--- src/sv/bitmap_first_free_allocator_defines.svh ---
// ----------------------------------------------------------------------------
// Bitmap first-free allocator assertion macros
// Concurrent checks that compile away when NO_ASSERTIONS is defined.
// ----------------------------------------------------------------------------
`ifndef BITMAP_FIRST_FREE_ALLOCATOR_DEFINES_SVH
`define BITMAP_FIRST_FREE_ALLOCATOR_DEFINES_SVH

`ifndef NO_ASSERTIONS
// Same-cycle implication.
`define BFFA_ASSERT_IMP(lbl, clk, rst_n, ante, cons) \
    lbl: assert property (@(posedge clk) disable iff (!(rst_n)) (ante) |-> (cons)) \
        else $error("bitmap allocator check failed");
// Next-cycle implication.
`define BFFA_ASSERT_NXT(lbl, clk, rst_n, ante, cons) \
    lbl: assert property (@(posedge clk) disable iff (!(rst_n)) (ante) |=> (cons)) \
        else $error("bitmap allocator check failed");
`else
`define BFFA_ASSERT_IMP(lbl, clk, rst_n, ante, cons)
`define BFFA_ASSERT_NXT(lbl, clk, rst_n, ante, cons)
`endif

`endif

--- src/sv/bffa_pkg.sv ---
// ----------------------------------------------------------------------------
// Bitmap first-free allocator package
// Shared widths, codes and controller/datapath interface types.
// ----------------------------------------------------------------------------
package bffa_pkg;

    localparam int NUM_W     = 14;
    localparam int S_TDATA_W = 16;
    localparam int M_TDATA_W = 32;
    localparam int APB_AW    = 3;
    localparam int APB_DW    = 32;
    localparam int WORD_W    = 32;

    // Command codes carried in tuser of the input stream.
    localparam logic CMD_ALLOC = 1'b0;
    localparam logic CMD_FREE  = 1'b1;

    // Result status codes.
    localparam logic [1:0] ST_OK     = 2'd0;
    localparam logic [1:0] ST_FULL   = 2'd1;
    localparam logic [1:0] ST_RANGE  = 2'd2;
    localparam logic [1:0] ST_NALLOC = 2'd3;

    // Register word index (paddr[2]).
    localparam logic REG_LIMIT = 1'b0;
    localparam logic [NUM_W-1:0] LIMIT_RESET = 14'd8192;

    typedef struct packed {
        logic clear;
        logic accept;
        logic free_chk;
        logic scan;
        logic load;
    } t_ctl_cmd;

    typedef struct packed {
        logic clr_last;
        logic in_free;
        logic in_bad;
        logic lim_zero;
        logic scan_done;
        logic out_free;
    } t_ctl_sts;

endpackage

--- src/sv/bffa_ctrl.sv ---
// ----------------------------------------------------------------------------
// Bitmap allocator controller
// Sequences the clearing pass, free checks, allocation scans and result load.
// ----------------------------------------------------------------------------
module bffa_ctrl (
    input  logic               i_clk,
    input  logic               i_rst_n,
    input  logic               i_s_tvalid,
    input  bffa_pkg::t_ctl_sts i_sts,
    output bffa_pkg::t_ctl_cmd o_cmd,
    output logic               o_s_tready
);

    typedef enum logic [2:0] {
        S_CLEAR,
        S_IDLE,
        S_FREE,
        S_SCAN,
        S_DONE
    } t_state;

    t_state r_state;
    t_state n_state;
    logic   r_ready;
    logic   w_accept;

    assign w_accept = i_s_tvalid & r_ready;

    always_comb begin
        o_cmd.clear    = (r_state == S_CLEAR);
        o_cmd.accept   = w_accept;
        o_cmd.free_chk = (r_state == S_FREE);
        o_cmd.scan     = (r_state == S_SCAN);
        o_cmd.load     = (r_state == S_DONE) & i_sts.out_free;
    end

    always_comb begin
        n_state = r_state;
        case (r_state)
            S_CLEAR: begin
                if (i_sts.clr_last) n_state = S_IDLE;
            end
            S_IDLE: begin
                if (w_accept) begin
                    if (i_sts.in_free) begin
                        n_state = i_sts.in_bad ? S_DONE : S_FREE;
                    end else begin
                        n_state = i_sts.lim_zero ? S_DONE : S_SCAN;
                    end
                end
            end
            S_FREE: begin
                n_state = S_DONE;
            end
            S_SCAN: begin
                if (i_sts.scan_done) n_state = S_DONE;
            end
            S_DONE: begin
                if (i_sts.out_free) n_state = S_IDLE;
            end
            default: begin
                n_state = S_CLEAR;
            end
        endcase
    end

    always_ff @(posedge i_clk) begin
        if (!i_rst_n) begin
            r_state <= S_CLEAR;
            r_ready <= 1'b0;
        end else begin
            r_state <= n_state;
            r_ready <= (n_state == S_IDLE);
        end
    end

    assign o_s_tready = r_ready;

endmodule

--- config.mk ---
export PLATFORM = sky130hd
export DESIGN_NAME = bffa_ctrl
export DESIGN_NICKNAME = d
export VERILOG_FILES = /design/src/sv/bitmap_first_free_allocator_defines.svh /design/src/sv/bffa_pkg.sv /design/src/sv/bffa_ctrl.sv
export SDC_FILE = /design/constraint.sdc
export NUM_CORES = 1
export LEC_CHECK = 0
export BUFFER_PORTS_ARGS = -buffer_cell sky130_fd_sc_hd__buf_2
export CAP_MARGIN = 15
export CORE_AREA = 2 2 39 41
export CTS_CLUSTER_SIZE = 30
export DETAILED_ROUTE_END_ITERATION = 10
export DIE_AREA = 0 0 41 43
export SLEW_MARGIN = 20
export SYNTH_ARGS = -nofsm -noshare
export SYNTH_HDL_FRONTEND = slang
export SYNTH_SLANG_ARGS = --single-unit
--- constraint.sdc ---
create_clock -name i_clk -period 2.78 [get_ports i_clk]
set_clock_uncertainty 0.15 [all_clocks]
set_input_delay 0.695 -clock i_clk [delete_from_list [all_inputs] [get_ports i_clk]]
set_output_delay 0.695 -clock i_clk [all_outputs]
set_load 0.02 [all_outputs]
Word level (Yosys, flattened, before mapping)
Index checks and enable logic that the tools add are counted.

Bits in registers: 4. Output and inout port bits: 6. Logic and storage cells: 18.

Equality and inequality tests: 5. Mux-type cells: 8. Bitwise operators: 2. Reduce and logical (&&, ||, !) cells: 1.

Operators with widths (count): 3-bit 2-to-1 mux (7); 3-bit case mux with 5 select lines (1); 3-bit by 1-bit equality test with 1-bit output, second input constant (2); 3-bit by 2-bit equality test with 1-bit output, second input constant (2); 3-bit equality test, second input constant (1); 3-bit logical NOT (1); 1-bit bitwise AND (2).

Logic depth before layout (Yosys ltp)
Word-level depth: 5. Mapped depth: 4.

Worst setup path after synthesis
Ideal clock, no wire load.

Path type: in2out. Start: input i_s_tvalid. End: output o_cmd[3] (netlist name). Arrival time: 972 ps. Data required time: 1935 ps. Setup slack: 963 ps. Cell stages on the path: 3. Buffers on the path: 1. Cells stage by stage: nand2_1 inv_1 buf_4.

Word-level cells in the longest chain between the ends: 1.

RTL lines: start, declared (RTL line bffa_ctrl.sv:8) `input logic i_s_tvalid,`; 1-bit bitwise AND (RTL line bffa_ctrl.sv:27) `assign w_accept = i_s_tvalid & r_ready;`; end, declared (RTL line bffa_ctrl.sv:10) `output bffa_pkg::t_ctl_cmd o_cmd,`.

Every way passes these cells.

==> flow_summary.yaml <==
synthesis:
  yosys.area.top_type: "dfxtp_1"
  netlist.area_leader.share: 0.243
  ys_ff_latch: 4
  yosysUniqueCellTypes: 23
  synth.yosys.seq_area_share: 0.243
  synth_edf_count: 0
  synth_fp_nets: 45
  synthArstFlopShare: 0
  ys.flop_type: "dfxtp_1"
  syn_area_um2: 329
  syn_inst: 36
  synth_warnings: 0
  synthTopCellsByArea: "dfxtp_1 24%, buf_4 6.8%, mux2i_1 6.1%, nor2b_1 5.7%, o31a_1 5.3%"
  syn-mean-instance-area_um2: 9.14
detailed_routing:
  routed_via_density: 4.75
  drt-initial-drc-count: 1
  drtAntennaViolNets: 0
  wl_per_cell_um: 10.3
  num_vias: 309
  dr.pass1.iters: 2
  wl_um: 670
  drc_errors: 0
sta:
  finalSetupViolCount: 0
  worstMarginPinSlew_ns: 0.370
  maxSlewViolCount: 0
  relSlewSlack: 0.753
  finalHoldViolCount: 0
  finalCritPeriodShare: 0.793
  min_period_ns: 2.21
  finalWorstSetupSlack_ns: 0.575
  final.setup.tns_ns: 0
  rsz0062_at_grt: "false"
  max_freq_mhz: 453
  whs_ns: 0.493
grt:
  grt_max_degree: 12
  antenna_found_initial: 0
  globalRouteOverflowTotal: 0
  grt_pass1_wl_um: 1080
  grt_use_total: 0.0995
  grt_pass1_vias: 272
min_path:
  hold_end: "o_s_tready$_SDFF_PN0_"
  hold_depth: 1
  hold_class: "reg2reg"
  min_from: "r_state[1]$_SDFF_PN0_"
worst_setup_path:
  critical_path.endpoint_type: "output pin"
  start_kind: "register"
  cp.required_ns: 1.93
  path_common_cell: "nor2b_1"
  crit_arrival_ns: 1.36
  ff2ff_path_depth: 3
  slowest_delay_ns: 0.53
  cp_max_fo: 11
  critical_path_class: "reg2out"
  r2r_slack_ns: 1.37
  slowest_stage: "dfxtp_1"
  worstPathCellList: "nor2b_1, nor2b_1, buf_2"
  worstReg2RegEnd: "r_state[2]$_SDFF_PN0_"
  reg2reg_from: "r_state[0]$_SDFF_PN0_"
place:
  numPlacedInstances: 62
  gp_congestion: 0.652
  numPortBuffers: 14
  dpl_worst_slack_ns: 0.820
  dp_hpwl_um: 525
power_and_ir_drop:
  p_total_w: 0.000180
  cellInternalPower_w: 0.000130
  p_leak_nw: 0.203
  switchingPower_w: 0.0000502
  power.density_mw_per_mm2: 442
  pwr-share-clk: 0.397
  pwr-share-comb: 0.228
  p_seq_frac: 0.375
  p_sw_frac: 0.278
  ir_drop_uv: 141
clock_tree:
  clk_latency_ns: 0.23
  ctsRootBufferMaster: "clkbuf_4"
  clkSlewWorstSetupHoldPaths_ns: 0.04
  hold_buffers: 0
  numClockSinks: 4
  cts_buffers: 3
  clockBufferDepth: 2
  h-tree-depth: 1
  cts_setup_buffers: 0
  cts_tree: "done"
  ctsResizeCount: 0
finish:
  fillers: 154
  final_cells: 65
  ff_latch_area_um2: 80.1
  multiInputGateArea_um2: 204
  area_growth_pct: 24.0
  diodes: 0
  drive_above_1_share: 0.408
  nets: 60
floorplanning:
  core_area_mm2: 0.00138
  die-area_mm2: 0.00176
  rows: 14
  initial_core_util: 0.238
  die_h_um: 43
  die_x_um: 41
  io_pins: 15
outcome:
  status: "completed"
job:
  drv_cap: 0
## cell usage after synthesis, types with 2 or more instances
library cell	count
buf_4	3
dfxtp_1	4
inv_1	3
mux2i_1	2
nor2_1	2
nor2b_1	3
o211ai_1	2
o31a_1	2
## metrics by stage
| stage | utilization | area, µm² |
|---|---|---|
| global placement | 0.278 | 385 |
| CTS | 0.295 | 408 |
| global route | 0.295 | 408 |
| detailed placement | 0.278 | 385 |
| finish | 0.295 | 408 |
| floorplan | - | 329 |
## cells by family (layout without fill, tap and decap cells)
kind of cell / count (synthesis) / after routing / share of synthesized area
simple gates: 13 / 13 / 0.285
compound gates: 10 / 10 / 0.274
buf+inv: 7 / 20 / 0.137
flops: 4 / 4 / 0.243
mux: 2 / 2 / 0.0608
## worst max-delay path: cells and delay by family, from the launching register on
kind	cells	cell delay [ns]
buffers and inverters	1	0.19
flip-flops	1	0.53
AND/OR/NAND/NOR	2	0.41
## how the worst max path moves through the flow
stage                                     start        to  slack, ns  cells past startpoint
final                     r_state[1]$_SDFF_PN0_  o_cmd[2]       0.57                      3
after global routing      r_state[1]$_SDFF_PN0_  o_cmd[2]       0.47                      3
after detailed placement             i_s_tvalid  o_cmd[3]       0.82                      4
after floorplan                      i_s_tvalid  o_cmd[3]       0.96                      3
after CTS                 r_state[1]$_SDFF_PN0_  o_cmd[2]       0.56                      3
after global placement    r_state[1]$_SDFF_PN0_  o_cmd[2]       0.83                      3
## placed cells by master, fill, tap and decap left out, types with 2 or more instances in the layout
cell type / synthesis / final
nor2_1: 2 / 2
mux2i_1: 2 / 2
dfxtp_1: 4 / 4
inv_1: 3 / 3
nor2b_1: 3 / 3
o31a_1: 2 / 2
clkbuf_4: 0 / 3
o211ai_1: 2 / 2
buf_2: 0 / 14
## layout make-up
class                   instances  share of cell area
multi-input cells              25               0.500
flip-flops and latches          4               0.196
repair buffers                 14               0.172
clock buffers                   3              0.0552
well taps                      16              0.0491
inverters                       3              0.0276
## flip-flops by register name, summed over array words and instances, names as in the netlist
| signal | cells |
|---|---|
| r_state | 3 |
| o_s_tready | 1 |
## metal layers
layer | up-vias | GRT usage | share of wire | wire [µm]
li1 | 160 | - | - | -
met1 | 138 | 0.103 | 0.44 | 296
met2 | 9 | 0.125 | 0.48 | 322
met3 | 2 | 0.0785 | 0.060 | 40
met4 | 0 | 0.0800 | 0.015 | 10
met5 | - | 0 | 0 | 0
## power groups by stage
stage / sequential (W) / combinational [W] / clock [W]
detailed placement: 0.0000683 / 0.0000412 / 0
finish: 0.0000676 / 0.0000411 / 0.0000714
global route: 0.0000682 / 0.0000448 / 0.0000834
floorplan: 0.0000659 / 0.0000327 / 0
global placement: 0.0000685 / 0.0000410 / 0
CTS: 0.0000675 / 0.0000413 / 0.0000752
No activity file was read; power rests on OpenSTA's default activity.
